File: src/hw/rtl/multi_link_line_assembler_defines.svh
// ----------------------------------------------------------------------------
// multi_link_line_assembler_defines
// Assertion macros shared by the line assembler RTL.
// ----------------------------------------------------------------------------
`ifndef MULTI_LINK_LINE_ASSEMBLER_DEFINES_SVH
`define MULTI_LINK_LINE_ASSEMBLER_DEFINES_SVH

// check cons in the same cycle as ante
`define MLLA_ASSERT_IMP(label, ante, cons, msg) \
  label: assert property (@(posedge clk) disable iff (rst) (ante) |-> (cons)) \
    else $error(msg);

// check cons in the cycle after ante
`define MLLA_ASSERT_NXT(label, ante, cons, msg) \
  label: assert property (@(posedge clk) disable iff (rst) (ante) |=> (cons)) \
    else $error(msg);

// check expr at every edge out of reset
`define MLLA_ASSERT_ALW(label, expr, msg) \
  label: assert property (@(posedge clk) disable iff (rst) (expr)) \
    else $error(msg);

`endif

File: src/hw/rtl/mlla_pkg.sv
// ----------------------------------------------------------------------------
// mlla_pkg
// Sizes, character codes and shared types of the line assembler.
// ----------------------------------------------------------------------------
package mlla_pkg;

  localparam int LINK_W      = 1;
  localparam int BYTE_W      = 8;
  localparam int BUF_LEN     = 64;
  localparam int NUM_LINKS   = 2;
  localparam int LINK_SLOTS  = 2 ** LINK_W;
  localparam int CNT_W       = $clog2(BUF_LEN);
  localparam int STORE_DEPTH = NUM_LINKS * BUF_LEN;
  localparam int ADDR_W      = (STORE_DEPTH > 1) ? $clog2(STORE_DEPTH) : 1;

  localparam logic [BYTE_W-1:0] CHAR_CR = 8'h0D;
  localparam logic [BYTE_W-1:0] CHAR_LF = 8'h0A;

  typedef enum logic {
    ST_IDLE,
    ST_EMIT
  } state_t;

  typedef struct packed {
    logic              fire;
    logic [LINK_W-1:0] link;
    logic              last;
  } issue_t;

endpackage

File: src/hw/rtl/mlla_if.sv
// ----------------------------------------------------------------------------
// mlla_if
// Request channels of the line assembler: received bytes and line characters.
// ----------------------------------------------------------------------------
interface mlla_in_if;
  import mlla_pkg::*;

  logic              valid;
  logic              ready;
  logic [LINK_W-1:0] link_id;
  logic [BYTE_W-1:0] rx_byte;

  modport source (output valid, link_id, rx_byte, input ready);
  modport sink (input valid, link_id, rx_byte, output ready);
endinterface

interface mlla_out_if;
  import mlla_pkg::*;

  logic              valid;
  logic              ready;
  logic [LINK_W-1:0] out_link;
  logic [BYTE_W-1:0] out_char;
  logic              end_of_line;

  modport source (output valid, out_link, out_char, end_of_line, input ready);
  modport sink (input valid, out_link, out_char, end_of_line, output ready);
endinterface

File: src/hw/rtl/mlla_out_stage.sv
// ----------------------------------------------------------------------------
// mlla_out_stage
// Tracks store read data in flight and registers it into the output request.
// ----------------------------------------------------------------------------
`include "multi_link_line_assembler_defines.svh"

module mlla_out_stage (
  input  logic                          clk,
  input  logic                          rst,
  input  mlla_pkg::issue_t              iss,
  input  logic [mlla_pkg::BYTE_W-1:0]   rd_char,
  output logic                          room,
  mlla_out_if.source                    lines
);
  import mlla_pkg::*;

  logic              pend;
  logic [LINK_W-1:0] pend_link;
  logic              pend_last;
  logic              ov;
  logic [LINK_W-1:0] olink;
  logic [BYTE_W-1:0] ochar;
  logic              oeol;
  logic              moving;

  assign moving = pend && (!ov || lines.ready);
  assign room   = !pend || moving;

  assign lines.valid       = ov;
  assign lines.out_link    = olink;
  assign lines.out_char    = ochar;
  assign lines.end_of_line = oeol;

  always_ff @(posedge clk) begin
    if (rst) begin
      pend <= 1'b0;
      ov   <= 1'b0;
    end else begin
      if (iss.fire) begin
        pend <= 1'b1;
      end else if (moving) begin
        pend <= 1'b0;
      end
      if (moving) begin
        ov <= 1'b1;
      end else if (lines.ready) begin
        ov <= 1'b0;
      end
    end
  end

  always_ff @(posedge clk) begin
    if (iss.fire) begin
      pend_link <= iss.link;
      pend_last <= iss.last;
    end
    if (moving) begin
      olink <= pend_link;
      ochar <= rd_char;
      oeol  <= pend_last;
    end
  end

  `MLLA_ASSERT_IMP(a_no_overrun, iss.fire, !pend || moving, "read issued over held data")
  `MLLA_ASSERT_NXT(a_pend_hold, pend && !moving, pend && $stable(pend_last), "held data lost")

endmodule

File: src/hw/rtl/multi_link_line_assembler.sv
// An ordinary byte on a valid link is stored in the cycle it is accepted while its buffer has room.
// A terminator on a line of n bytes holds off input for n store reads, one per byte;
// read data is held pending, then registered into the output; one per cycle unless stalled.
// Output stalls stretch the emission; the single store read port sets the pace.
// Reset clears the per-link counts and the request handshakes; store contents stay undefined.
// ----------------------------------------------------------------------------
// multi_link_line_assembler
// Per-link line buffers in one store; CR or LF emits the buffered line.
// ----------------------------------------------------------------------------
`include "multi_link_line_assembler_defines.svh"

module multi_link_line_assembler (
  input  logic      clk,
  input  logic      rst,
  mlla_in_if.sink   bytes,
  mlla_out_if.source lines
);
  import mlla_pkg::*;

  state_t            state;
  state_t            state_next;
  logic [CNT_W-1:0]  line_count [LINK_SLOTS];
  logic [BYTE_W-1:0] line_store [STORE_DEPTH];
  logic [BYTE_W-1:0] rd_char;
  logic [LINK_W-1:0] em_link;
  logic [CNT_W-1:0]  em_len;
  logic [CNT_W-1:0]  rd_idx;
  logic [CNT_W-1:0]  cnt_cur;
  logic [ADDR_W-1:0] wr_addr;
  logic [ADDR_W-1:0] rd_addr;
  logic              accept;
  logic              link_ok;
  logic              is_term;
  logic              do_append;
  logic              do_start;
  logic              room;
  issue_t            iss;

  assign accept  = bytes.valid && bytes.ready;
  assign link_ok = int'(bytes.link_id) < NUM_LINKS;
  assign is_term = (bytes.rx_byte == CHAR_CR) || (bytes.rx_byte == CHAR_LF);
  assign cnt_cur = line_count[bytes.link_id];

  assign do_append = accept && link_ok && !is_term && (cnt_cur < CNT_W'(BUF_LEN - 1));
  assign do_start  = accept && link_ok && is_term && (cnt_cur != '0);

  assign wr_addr = ADDR_W'(bytes.link_id) * ADDR_W'(BUF_LEN) + ADDR_W'(cnt_cur);
  assign rd_addr = ADDR_W'(em_link) * ADDR_W'(BUF_LEN) + ADDR_W'(rd_idx);

  always_comb begin
    state_next = state;
    case (state)
      ST_IDLE: begin
        if (do_start) state_next = ST_EMIT;
      end
      ST_EMIT: begin
        if (iss.fire && iss.last) state_next = ST_IDLE;
      end
      default: state_next = ST_IDLE;
    endcase
  end

  always_comb begin
    bytes.ready = 1'b0;
    iss.fire    = 1'b0;
    iss.link    = em_link;
    iss.last    = (rd_idx == em_len - 1'b1);
    case (state)
      ST_IDLE: bytes.ready = 1'b1;
      ST_EMIT: iss.fire = room;
      default: bytes.ready = 1'b0;
    endcase
  end

  always_ff @(posedge clk) begin
    if (rst) begin
      state <= ST_IDLE;
      for (int k = 0; k < LINK_SLOTS; k++) begin
        line_count[k] <= '0;
      end
    end else begin
      state <= state_next;
      if (do_append) begin
        line_count[bytes.link_id] <= cnt_cur + 1'b1;
      end else if (do_start) begin
        line_count[bytes.link_id] <= '0;
      end
    end
  end

  always_ff @(posedge clk) begin
    if (do_start) begin
      em_link <= bytes.link_id;
      em_len  <= cnt_cur;
      rd_idx  <= '0;
    end else if (iss.fire) begin
      rd_idx <= rd_idx + 1'b1;
    end
  end

  always_ff @(posedge clk) begin
    if (do_append) begin
      line_store[wr_addr] <= bytes.rx_byte;
    end
    if (iss.fire) begin
      rd_char <= line_store[rd_addr];
    end
  end

  mlla_out_stage u_out (
    .clk     (clk),
    .rst     (rst),
    .iss     (iss),
    .rd_char (rd_char),
    .room    (room),
    .lines   (lines)
  );

  `MLLA_ASSERT_IMP(a_len_nonzero, iss.fire, em_len != '0, "emission of an empty line")
  `MLLA_ASSERT_ALW(a_count_bound, cnt_cur <= CNT_W'(BUF_LEN - 1), "line count overflow")
  `MLLA_ASSERT_NXT(a_emit_done, iss.fire && iss.last, state == ST_IDLE, "emission did not end")

endmodule
File: src/flat_wrapper.sv
// flat-port wrapper written by rule: the top's interface ports become plain ports
module multi_link_line_assembler_flat import mlla_pkg::*;
  (clk, rst, bytes_valid, bytes_link_id, bytes_rx_byte, bytes_ready, lines_valid, lines_out_link, lines_out_char, lines_end_of_line, lines_ready);
  mlla_in_if bytes_i ();
  mlla_out_if lines_i ();
  input  logic clk;
  input  logic rst;
  input wire logic [$bits(bytes_i.valid)-1:0] bytes_valid;
  input wire logic [$bits(bytes_i.link_id)-1:0] bytes_link_id;
  input wire logic [$bits(bytes_i.rx_byte)-1:0] bytes_rx_byte;
  output wire logic [$bits(bytes_i.ready)-1:0] bytes_ready;
  output wire logic [$bits(lines_i.valid)-1:0] lines_valid;
  output wire logic [$bits(lines_i.out_link)-1:0] lines_out_link;
  output wire logic [$bits(lines_i.out_char)-1:0] lines_out_char;
  output wire logic [$bits(lines_i.end_of_line)-1:0] lines_end_of_line;
  input wire logic [$bits(lines_i.ready)-1:0] lines_ready;
  assign bytes_i.valid = bytes_valid;
  assign bytes_i.link_id = bytes_link_id;
  assign bytes_i.rx_byte = bytes_rx_byte;
  assign bytes_ready = bytes_i.ready;
  assign lines_valid = lines_i.valid;
  assign lines_out_link = lines_i.out_link;
  assign lines_out_char = lines_i.out_char;
  assign lines_end_of_line = lines_i.end_of_line;
  assign lines_i.ready = lines_ready;
  multi_link_line_assembler u_core (.clk(clk), .rst(rst), .bytes(bytes_i), .lines(lines_i));
endmodule
File: config.mk
export PLATFORM = sky130hd
export DESIGN_NAME = multi_link_line_assembler_flat
export DESIGN_NICKNAME = d
export VERILOG_FILES = /design/src/hw/rtl/mlla_pkg.sv /design/src/hw/rtl/mlla_if.sv /design/src/hw/rtl/mlla_out_stage.sv /design/src/hw/rtl/multi_link_line_assembler.sv /design/src/flat_wrapper.sv
export VERILOG_INCLUDE_DIRS = /design/src /design/src/hw/rtl
export SDC_FILE = /design/constraint.sdc
export NUM_CORES = 1
export LEC_CHECK = 0
export ABC_AREA = 1
export CELL_PAD_IN_SITES_DETAIL_PLACEMENT = 0
export CELL_PAD_IN_SITES_GLOBAL_PLACEMENT = 1
export CORE_MARGIN = 1.5
export CORE_UTILIZATION = 40
export DETAILED_ROUTE_END_ITERATION = 8
export DONT_BUFFER_PORTS = 1
export GPL_ROUTABILITY_DRIVEN = 0
export PLACE_DENSITY_LB_ADDON = 0.08
export SYNTH_ARGS = -nofsm -noshare
export SYNTH_HDL_FRONTEND = slang
export SYNTH_SLANG_ARGS = --single-unit
File: constraint.sdc
create_clock -name clk -period 6.25 [get_ports clk]
set_input_delay 0.625 -clock clk [delete_from_list [all_inputs] [get_ports clk]]
set_output_delay 0.625 -clock clk [all_outputs]
set_load 0.005 [all_outputs]
* After elaboration in Yosys (flattened, before gate mapping) *
Memories as Yosys holds them, arrays and structs flattened. A register that Yosys moved wholly into a read port is not among the register bits.
Cells that the tools add are included.

cells by class
  $add $sub $neg = 5
  muxes and demuxes = 22
  magnitude comparators = 1
  equality and inequality tests = 3
  reduce and logical (&&, ||, !) cells = 17
  bitwise operators = 2

operators by type and width
  cell                   number
  $mux W1                19
  $eq A8 B4 Y1 const B   2
  $add A7 B6 Y7          2
  $add A6 B1 Y6 const B  2
  $mux W6                2
  $logic_and A1 B1 Y1    7
  $eq A6 B6 Y1           1
  $lt A6 B6 Y1 const B   1
  $reduce_bool A6 Y1     1
  $reduce_or A6 Y1       1
  $sub A6 B1 Y6 const B  1
  $reduce_bool A2 Y1     2
  $logic_not A1 Y1       3
  $logic_or A1 B1 Y1     3
  $pmux W1 S2            1
  $not A1 Y1             1
  $or A1 B1 Y1           1

word-level totals
  register bits after elaboration = 28
  word-level logic and storage cells = 63
  memories = 2
  input port bits = 13
  RAM bits = 1,036

memories
  name               words  bits a word  read ports  clocked after Yosys merged registers in  wr ports  line                             source
  u_core.line_store  128    8            1           1                                        1         multi_link_line_assembler.sv:23  logic [BYTE_W-1:0] line_store [STORE_DEPTH];
  u_core.line_count  2      6            1           0                                        2         multi_link_line_assembler.sv:22  logic [CNT_W-1:0] line_count [LINK_SLOTS];

* Depth between registers and ports, before layout *
Gate-level depths: netlist of the first run.

  depth after elaboration = 11
  depth in mapped cells = 14
  mapped depth without buffers = 12

* Modules after synthesis *
From an unflattened synthesis of the first run, not the netlist that was laid out.

unflattened totals
  cell total of the unflattened synthesis = 4,098
  area total of the unflattened synthesis = 44,894.3 um^2

modules (own cells, without submodules)
  module                     area an instance (um^2)  cells each  instances
  multi_link_line_assembler  44,450.1                 4,076       1
  mlla_out_stage             444.2                    22          1

* Worst setup path after synthesis of the first run *
No wires, ideal clock.

  path type = input -> register
  start point = input bytes_link_id
  end point = memory u_core.line_store[104][0] (enable)
  stages on the path = 14
  slack = 3,172 ps
  data arrival time = 2,708 ps
  library setup time = 370 ps
  buffers on the path = 2
  path through = buf_6 -> inv_8 -> or2_1 -> o21ai_4 -> inv_2 -> ha_1 -> nand2_4 -> nor2_2 -> nand2_2 -> nand2_4 -> inv_8 -> nand4_4 -> buf_6 -> nor2_1

on the way
  longest elaborated chain between the ends = 5

RTL lines
  item                           line                              source
  start, declared                flat_wrapper.sv:9                 input wire logic [$bits(bytes_i.link_id)-1:0] bytes_link_id;
  $mem_v2 Z2 W6 *                -
  net u_core.cnt_cur[0]          multi_link_line_assembler.sv:28   logic [CNT_W-1:0] cnt_cur;
  $lt A6 B6 Y1                   multi_link_line_assembler.sv:44   assign do_append = accept && link_ok && !is_term && (cnt_cur < CNT_W'(BUF_LEN - 1));
  $logic_and A1 B1 Y1            multi_link_line_assembler.sv:44
  $mux W1                        multi_link_line_assembler.sv:102  if (do_append) begin
  $mux W1 (not written as such)  multi_link_line_assembler.sv:103  line_store[wr_addr] <= bytes.rx_byte;
  end, declared                  multi_link_line_assembler.sv:23

The timed path passes the listed nets; every way through them passes the cells marked *.

* Worst setup path in the final report of the first run *
  start point = memory u_core.line_count[1][0] in the netlist's numbering
  end point = memory u_core.line_store[6][2] (enable)

on the way
  longest elaborated chain between the ends = 5

RTL lines
  item                           line
  start, declared                multi_link_line_assembler.sv:22
  $mem_v2 Z2 W6 *                -
  net u_core.cnt_cur[0]          multi_link_line_assembler.sv:28
  $lt A6 B6 Y1                   multi_link_line_assembler.sv:44
  $logic_and A1 B1 Y1            multi_link_line_assembler.sv:44
  $mux W1                        multi_link_line_assembler.sv:102
  $mux W1 (not written as such)  multi_link_line_assembler.sv:103

Marks and branches as above.

==> results of run 1 <==
[per-stage QoR]
step	worst slack, ps	std cells	area, sq um	utilization (%)
floorplan	3170	4108	45200	-
global placement	2230	5404	46200	41.1
detailed placement	2180	5404	46200	41.1
CTS	2470	5631	50400	44.8
global route	2290	5634	50400	44.9
finish	2520	5636	50400	44.9
[placed cells by master (no fill, tap or decap), drive strengths merged, types with 4 or more instances in the layout]
master / count
clkinv: 45
clkinvlp: 14
bufinv: 20
nand3: 516
dlygate4sd3: 8
xor2: 4
o211ai: 48
nand2: 1415
or2: 4
nand4: 12
nor2: 383
o21ai: 69
edfxtp: 1063
inv: 274
a21oi: 71
dfxtp: 9
ha: 4
clkbuf: 143
buf: 20
[cells in the mapped netlist, drive strengths merged]
library cell	instances
nand2	1415
edfxtp	1063
nand3	516
nor2	383
inv	272
buf	177
a21oi	71
o21ai	69
o211ai	48
clkbuf	47
nand4	12
dfxtp	9
ha	4
or2	4
xor2	4
nor3	3
xnor2	3
clkinv	2
a211oi	1
a31oi	1
and3	1
nand3b	1
o21a	1
o31ai	1
[power breakdown]
part | internal [mW] | total (mW) | switching (mW) | leakage [nW]
combinational | 0.465 | 1.79 | 1.32 | 6.97
clock | 4.41 | 7.31 | 2.90 | 1.97
sequential | 7.94 | 7.99 | 0.0547 | 9.65
total | 12.8 | 17.1 | 4.28 | 18.6
[cell families after synthesis]
| group | synth area share, % |
|---|---|
| fa+ha+maj | 0.111 |
| buf+inv | 4.84 |
| xor+xnor | 0.136 |
| flops | 71.0 |
| simple gates | 21.4 |
| compound gates | 2.46 |
[how the worst max path moves through the flow]
stage                            start                         to  depth (start not counted)
2_1_floorplan            bytes_link_id  u_core.line_store[104][0]                         14
3_3_place_gp             bytes_link_id    u_core.line_store[6][7]                         12
3_5_place_dp             bytes_link_id    u_core.line_store[6][2]                         12
4_1_cts        u_core.line_count[1][0]    u_core.line_store[6][2]                         11
5_1_grt               u_core.rd_idx[0]          u_core.rd_char[0]                         12
6_report       u_core.line_count[1][0]    u_core.line_store[6][2]                         11
[metal layers]
layer / global-route usage, % / vias up / part of all wire (%)
li1: - / 13700 / -
met3: 3.44 / 182 / 4.9
met2: 37.6 / 692 / 47
met1: 32.6 / 14100 / 46
met4: 6.32 / 0 / 2.6
met5: 0 / - / 0
[cell type report]
type	count	area [sq um]
Sequential cell	1072	32100
Antenna cell	2	5.00
Fill cell	10700	61900
Multi-Input combinational cell	2538	10900
Inverter	274	1070
Timing Repair Buffer	28	318
Tap cell	1500	1880
Clock buffer	143	3160
Clock inverter	79	938
[registers in the layout (all words and copies together), names as in the netlist, 6 cells and up]
name,cells
u_core.line_store,1024
u_core.line_count,12
u_core.rd_char,8
u_core.u_out.lines.out_char,8
u_core.em_len,6
u_core.rd_idx,6
==> metrics.cfg, run 1 <==
[route]
ant_nets=0
routed_wl_um=134000
drc=0
vias=28700
drtIter0Drc=2440
vias_per_cell=5.08
drt-pass1-iter-count=5
wl_per_cell_um=23.7

[power]
p_leak_nw=18.6
finalPower_mw=17.1
power_per_cell_area_mw_per_mm2=339
ir_drop_mv=0.249

[sta]
clock.fmax_mhz=268
whs_ps=56.3
period_minus_slack_ps=3730
fin_crit_sh_pct=59.7
finalSetupViolCount=0
clock_skew_ps=29.1
maxSlewViolCount=0
slew_headroom_pct=17.7
rsz0062_at_grt=false
tns_ps=0
worstMarginPinSlew_ps=1230
hold_viol_final=0

[final_layout]
drive_gt1_share_pct=6.19
nets=4049
syn2layout_area_growth_pct=11.5

[synthesis]
syn_area_sq_mm=0.0452
seq_area_frac_synth_pct=71.0
synthTopCellsByArea=edfxtp_1 (71%), nand2_1 (12%), nand3_1 (5.7%)
syn_inst=4108
synth-seq-cells=1072
syn_nets=4125
synth.distinct_cells=40
synth_top_area_share_pct=70.6
yosys_warnings=0
syn_area_per_cell_sq_um=11.0
synth.largest_area_cell=edfxtp_1

[grt]
grt_pass1_vias=28800
gr-usage-all-layers_pct=23.2
grt.overflow.total=0
antenna_found_initial=1
grt_max_degree=196
grt_pass1_wl_um=195000

[setup_path]
critPathSlowestCell=nor2_1
r2r_end=u_core.line_store[6][2]
critPathTopFamily=simple AND/OR/NAND/NOR gates
end_kind=flip-flop
crit_buf_inv=2
start_kind=flip-flop
critPathKind=reg -> reg
path_cells=or2_1 -> o21ai_4 -> inv_2 -> ha_1 -> nand2_4 -> nor2_2 -> nand2_2 -> nand2_4 -> inv_8 -> nand4_4 -> nor2_1
crit_path_max_incr_delay_ps=910
ff2ff_path_depth=11
reg2reg_from=u_core.line_count[1][0]
arrival_ps=4060
cp.required_ps=6580
reg2reg_slack_ps=2520
cp_common_cell=nand2_4
crit_fanout=16

[floorplanning]
die_w_um=339
boundaryPins=25
fp.dieH_um=339
num_rows=123
initial_utilization_pct=40.2
core_sq_mm=0.112
die_area_sq_mm=0.115

[clock_network]
cts_hold_buf=5
cts_setup_buffers=0
clk_pin_slew_ps=60
root_buffer=clkbuf_16
htreeDepth=3
cts_tree=built
cts_sinks=1072
clock_latency_ps=710
clk_path_buf_depth=3
cts_resized=0
numCtsBuffers=118

[hold_path]
hp-class=in -> reg
whs_path_depth=0
worstHoldStart=bytes_rx_byte[1]
hold_path_end=u_core.line_store[70][1]

[job]
maxCapViolCount=0

[place]
post-dp-hpwl_um=71100
port_buffers=0

[outcome]
status=complete, no violations

Note: power is estimated with default switching activity, not from simulation.
==> run 2: changes to the inputs <==
ABC_AREA = 0   (was 1)
clock period = 2.99 ns   (was 6.25 ns; I/O delays follow)
==> run 2 against run 1 <==
- highest routed layer unchanged
- register-to-register slack worse by 2300 ps
- sequential share of layout area rose by 0.59 points
- power is 120% higher
- final cell count down 28%
- largest power group unchanged
- largest cell class unchanged
==> metrics.cfg, run 2 <==
[outcome]
status=complete, no violations

[synthesis]
yosys.area_share.simple_pct=5.10
synth-edff-count=1063
synth_top_cells_by_count=edfxtp_1 (1,063), mux2i_1 (304), nor2_1 (239)
synth.distinct_cells=59
synthTopCellsByArea=edfxtp_1 (75%), mux2i_1 (7.2%), mux4_2 (7.2%)
syn_area_sq_mm=0.0424
yosys_warnings=0
synthMuxAreaShare_pct=14.4
synth.largest_area_cell=edfxtp_1
syn_nets=2317
syn_inst=2300
synthAdderAreaFrac_pct=0.118
syn_area_per_cell_sq_um=18.4
async_flop_share_pct=0
synth_top_area_share_pct=75.4
synth-seq-cells=1072
synth_ff_type=edfxtp_1
synth_compound_area_share_pct=2.44
synth_top_family_by_area=multiplexers
yosysMostFrequentCell=edfxtp_1
seq_area_frac_synth_pct=75.8
synth_xor_area_share_pct=0.331

[setup_path]
arrival_ps=3250
end_kind=flip-flop
reg2reg_slack_ps=250
crit_fanout=16
start_kind=input port
critPathKind=in -> reg
cp.required_ps=3390

[floorplanning]
boundaryPins=25
fp.dieH_um=328
initial_utilization_pct=40.3
core_sq_mm=0.105
die_area_sq_mm=0.108
die_w_um=328
num_rows=119

[grt]
grt_max_degree=129
grt_pass1_wl_um=163000
gr-usage-all-layers_pct=21.2
antenna_found_initial=2
grt.overflow.total=0
grt_pass1_vias=22600

[final_layout]
final_common_cell=edfxtp_1
final_util_pct=47.5
largest_reg_flops=1024
fill_cells=8949
design_area_sq_mm=0.0499
nets=2596
largest_register=u_core.line_store
drive_gt1_share_pct=23.2
reg_top3=u_core.line_store: 1024 flops, u_core.line_count: 12 flops
syn2layout_area_growth_pct=17.9
final_cell_mix=edfxtp_1 (1,063), mux2i_1 (304), buf_4 (241), nor2_1 (239), mux4_2 (135)

[sta]
fin_crit_sh_pct=95.3
maxSlewViolCount=0
rsz0062_at_grt=false
hold_viol_final=0
finalSetupViolCount=0
tns_ps=0
worstMarginPinSlew_ps=1180
clock_skew_ps=29.7
slew_headroom_pct=21.0
period_minus_slack_ps=2850
clock.fmax_mhz=351

[power]
p_sw_mw=9.04
clkPwrFrac_pct=39.3
ir_drop_mv=0.514
power_per_cell_area_mw_per_mm2=737
combinationalPowerShare_pct=15.4
p_leak_nw=16.7
switching_share_pct=24.6
p_int_mw=27.8
pwr-share-seq_pct=45.2

[clock_network]
cts_sinks=1072
cts_tree=built
numCtsBuffers=115
clk_path_buf_depth=3
clk_pin_slew_ps=60
root_buffer=clkbuf_16
clock_latency_ps=710
cts_resized=0
htreeDepth=3

[place]
post-dp-hpwl_um=67800
port_buffers=0
dpl-instance-area_sq_mm=0.0458

[route]
drt-pass1-iter-count=4
vias_per_cell=5.40
drtIter0Drc=1738
wl_per_cell_um=27.8
vias=22000
drc=0
ant_nets=0
routed_wl_um=113000

[job]
maxCapViolCount=0

[hold_path]
hp-class=in -> reg

## run 2: cell count changes in the layout (fill, tap and decap cells not counted), sizes merged, moves of 13 or more
cell	before	now
nand3	516	23
o211ai	48	3
nor3	3	30
nor4	0	31
inv	274	14
o22ai	0	61
nor2b	0	13
nand2	1415	81
buf	20	280
nor2	383	242
mux2i	0	305
a21oi	71	17
mux4	0	135
## run 2: power by group through the flow
| stage | Sequential [mW] | Combinational (mW) | Clock (mW) |
|---|---|---|---|
| after floorplan | 16.9 | 3.81 | 0 |
| after global placement | 17.0 | 5.36 | 0 |
| after detailed placement | 17.0 | 5.36 | 0 |
| after CTS | 16.7 | 5.67 | 14.8 |
| after global routing | 16.7 | 6.05 | 15.3 |
| final | 16.7 | 5.69 | 14.5 |
## run 2: kinds of logic after synthesis
kind of cell,after synthesis
buf+inv,131
compound gates,169
xor+xnor,16
fa+ha+maj,4
flops,1072
simple gates,467
mux,441
## run 2: path summary, 6_finish.rpt
check | from | end | cells past startpoint
setup / recovery | bytes_link_id | u_core.line_store[76][2] | 9
hold / removal | rst | u_core.line_count[0][5] | 3
setup reg to reg | u_core.rd_idx[1] | u_core.rd_char[2] | 9
hold reg to reg | u_core.u_out.pend_link | u_core.u_out.lines.out_link | 0
## run 2: per-stage QoR
| stage | hold WS [ps] | total power [mW] | setup slack (ps) | instances |
|---|---|---|---|---|
| after global routing | 47.6 | 38.0 | 6.28 | 4068 |
| after global placement | 377 | 22.4 | 81.3 | 3838 |
| after detailed placement | 378 | 22.4 | 33.0 | 3838 |
| final | 41.2 | 36.8 | 140 | 4071 |
| after CTS | 0.433 | 37.2 | 21.6 | 4064 |
| after floorplan | 368 | 20.7 | 172 | 2300 |
## run 2: what timing repair did
item	4_1_cts	5_1_grt
setup endpoints to repair	0	2
setup buffers	0	4
hold buffers	11	0
endpoints found under the hold margin	1038	0
## run 2: worst max-delay path, stage by stage
cell	delay (ps)
dlygate4sd3_1	840
mux2i_2	290
inv_1	90
ha_1	250
a311o_4	390
nor2_8	180
nand2_4	340
nor2_1	300
buf_4	240
## run 2: final cells by class
class / instances / area (sq um) / share of cell area, %
tap: 1391 / 1740 / 3.48
multi-input combinational: 1097 / 9510 / 19.0
sequential: 1072 / 32100 / 64.3
timing repair buffer: 283 / 2680 / 5.37
inverter: 10 / 37.5 / 0.0752
antenna: 3 / 7.51 / 0.0150
clock inverter: 81 / 905 / 1.81
clock buffer: 134 / 2950 / 5.91
## run 2: layer usage
metal	vias to the layer above	part of all wire, %	GRT usage, %
met4	0	2.1	4.86
met2	503	48	34.2
li1	9748	-	-
met1	11600	46	30.3
met5	-	0	0
met3	136	4.2	3.23
==> run 3: changes to the inputs <==
clock period = 2.4 ns   (was 2.99 ns; I/O delays follow)
==> run 3 against run 2 <==
- the run now ends with negative setup slack left
- global-route usage up 0.94 points
- non-clock buffer count rose by 115
- combinational power is 61% higher
- sequential power rose by 25%
- final area increased by 6.4%
- critical path type is now reg -> reg
- largest cell class unchanged
- largest power group unchanged
- highest routed layer unchanged
==> metrics.cfg, run 3 (synthesized netlist as in run 2, its figures left out) <==
[job]
maxCapViolCount=0

[outcome]
status=finished, violations left
violations=negative setup slack

[sta]
tns_ps=-387
finalSetupViolCount=8
slew_headroom_pct=28.0
maxSlewViolCount=0
rsz0062_at_grt=true
setup_slack_ps=-69.7
hold_viol_final=0
fin_crit_sh_pct=103
clock_skew_ps=21.8
clock.fmax_mhz=405
worstMarginPinSlew_ps=1070
period_minus_slack_ps=2470

[final_layout]
final_util_pct=50.5
nets=2710
antenna_cells=0
final-seq-area_sq_mm=0.0321
drive_gt1_share_pct=32.3
multiInputGateArea_sq_mm=0.0106
syn2layout_area_growth_pct=25.4
final_common_cell=edfxtp_1
fill_cells=8683
largest_reg_flops=1024
final_cell_mix=edfxtp_1 (1,063), mux2i_1 (289), buf_4 (226), nor2_1 (138), mux4_2 (135)
largest_register=u_core.line_store
reg_top3=u_core.line_store: 1024 flops, u_core.line_count: 12 flops
final_cell_count_no_fill=4180

[hold_path]
hold_path_end=u_core.line_store[54][2]
worstHoldStart=bytes_rx_byte[2]
whs_path_depth=1
hp-class=in -> reg

[setup_path]
arrival_ps=2900
cp.required_ps=2830
start_kind=flip-flop
crit_fanout=7
r2r_end=u_core.rd_char[6]
ff2ff_path_depth=8
end_kind=flip-flop
reg2reg_from=u_core.rd_idx[0]
reg2reg_slack_ps=-70
critPathKind=reg -> reg

[floorplanning]
num_rows=119
core_sq_mm=0.105
boundaryPins=25
die_w_um=328
fp.dieH_um=328
die_area_sq_mm=0.108
initial_utilization_pct=40.3

[route]
vias_per_cell=5.37
vias=22500
wl_per_cell_um=28.3
routed_wl_um=118000
drtIter0Drc=1760
drc=0
drt-pass1-iter-count=5
ant_nets=0

[clock_network]
numCtsBuffers=114
cts_sinks=1072
root_buffer=clkbuf_16
clock_latency_ps=710
htreeDepth=3
cts_tree=built
clk_pin_slew_ps=60
clk_path_buf_depth=3

[grt]
gr-usage-met1_pct=30.7
grt_use_met3_pct=3.15
grt_pass1_wl_um=170000
grt.overflow.total=0
antenna_found_initial=0
use_met2_pct=37.2
grt_max_degree=130
gr-usage-all-layers_pct=22.1
grt_pass1_vias=23400
gr-max-usage-layer=met2

[place]
post-dp-hpwl_um=70400
port_buffers=0
dpl.cell_count=3905
place_ws_ps=-420

[power]
power_per_cell_area_mw_per_mm2=893
ir_drop_mv=0.688
p_leak_nw=17.7

-- run 3: layer usage --
layer / part of all wire (%) / wire [um]
met1: 45 / 52900
met2: 50 / 58800
met3: 3.6 / 4240
met4: 1.9 / 2290
met5: 0 / 0
-- run 3: worst max path at each step --
stage               cells after the start              from  slack [ps]                       end
floorplan                               9     bytes_link_id         -50  u_core.line_store[37][0]
global placement                        8  u_core.rd_idx[0]        -430         u_core.rd_char[3]
detailed placement                      8  u_core.rd_idx[0]        -420         u_core.rd_char[3]
CTS                                     8  u_core.rd_idx[0]         -50         u_core.rd_char[6]
global route                           11  u_core.rd_idx[0]        -170         u_core.rd_char[4]
finish                                  8  u_core.rd_idx[0]         -70         u_core.rd_char[6]
-- run 3: what timing repair did --
item,in CTS,in global routing
gates resized for setup,112,80
gates cloned,7,2
setup endpoints to repair,15,645
pin swaps,37,23
hold buffers,23,1
buffers inserted,26,5
endpoints found under the hold margin,1058,1
-- run 3: layout make-up --
class	instances	share of cell area, %
Inverter	10	0.0707
Tap cell	1391	3.28
Sequential cell	1072	60.5
Multi-Input combinational cell	1097	19.9
Timing Repair Buffer	398	9.17
Clock buffer	131	5.53
Clock inverter	81	1.56
-- run 3: metrics by stage --
stage / hold WS, ps / total power [mW] / cell area [sq um]
detailed placement: 320 / 28.9 / 47500
finish: 11.5 / 47.5 / 53100
floorplan: 309 / 25.9 / 42800
global placement: 317 / 28.9 / 47500
global route: 14.6 / 49.1 / 53100
CTS: 2.66 / 47.9 / 52700
-- run 3: report_power, final --
part / total (mW) / switching, mW / leakage, nW / internal, mW
clock network: 17.6 / 7.38 / 1.82 / 10.2
logic: 9.14 / 4.43 / 6.24 / 4.71
registers: 20.8 / 0.0791 / 9.65 / 20.7
-- run 3: critical path, stage by stage, from the launching register on --
cell      delay (ps)
dfxtp_4          400
buf_8            140
buf_12           180
buf_16           140
mux4_2           530
mux2i_4          190
a21oi_2           70
o211ai_1         400
nand3_1          140
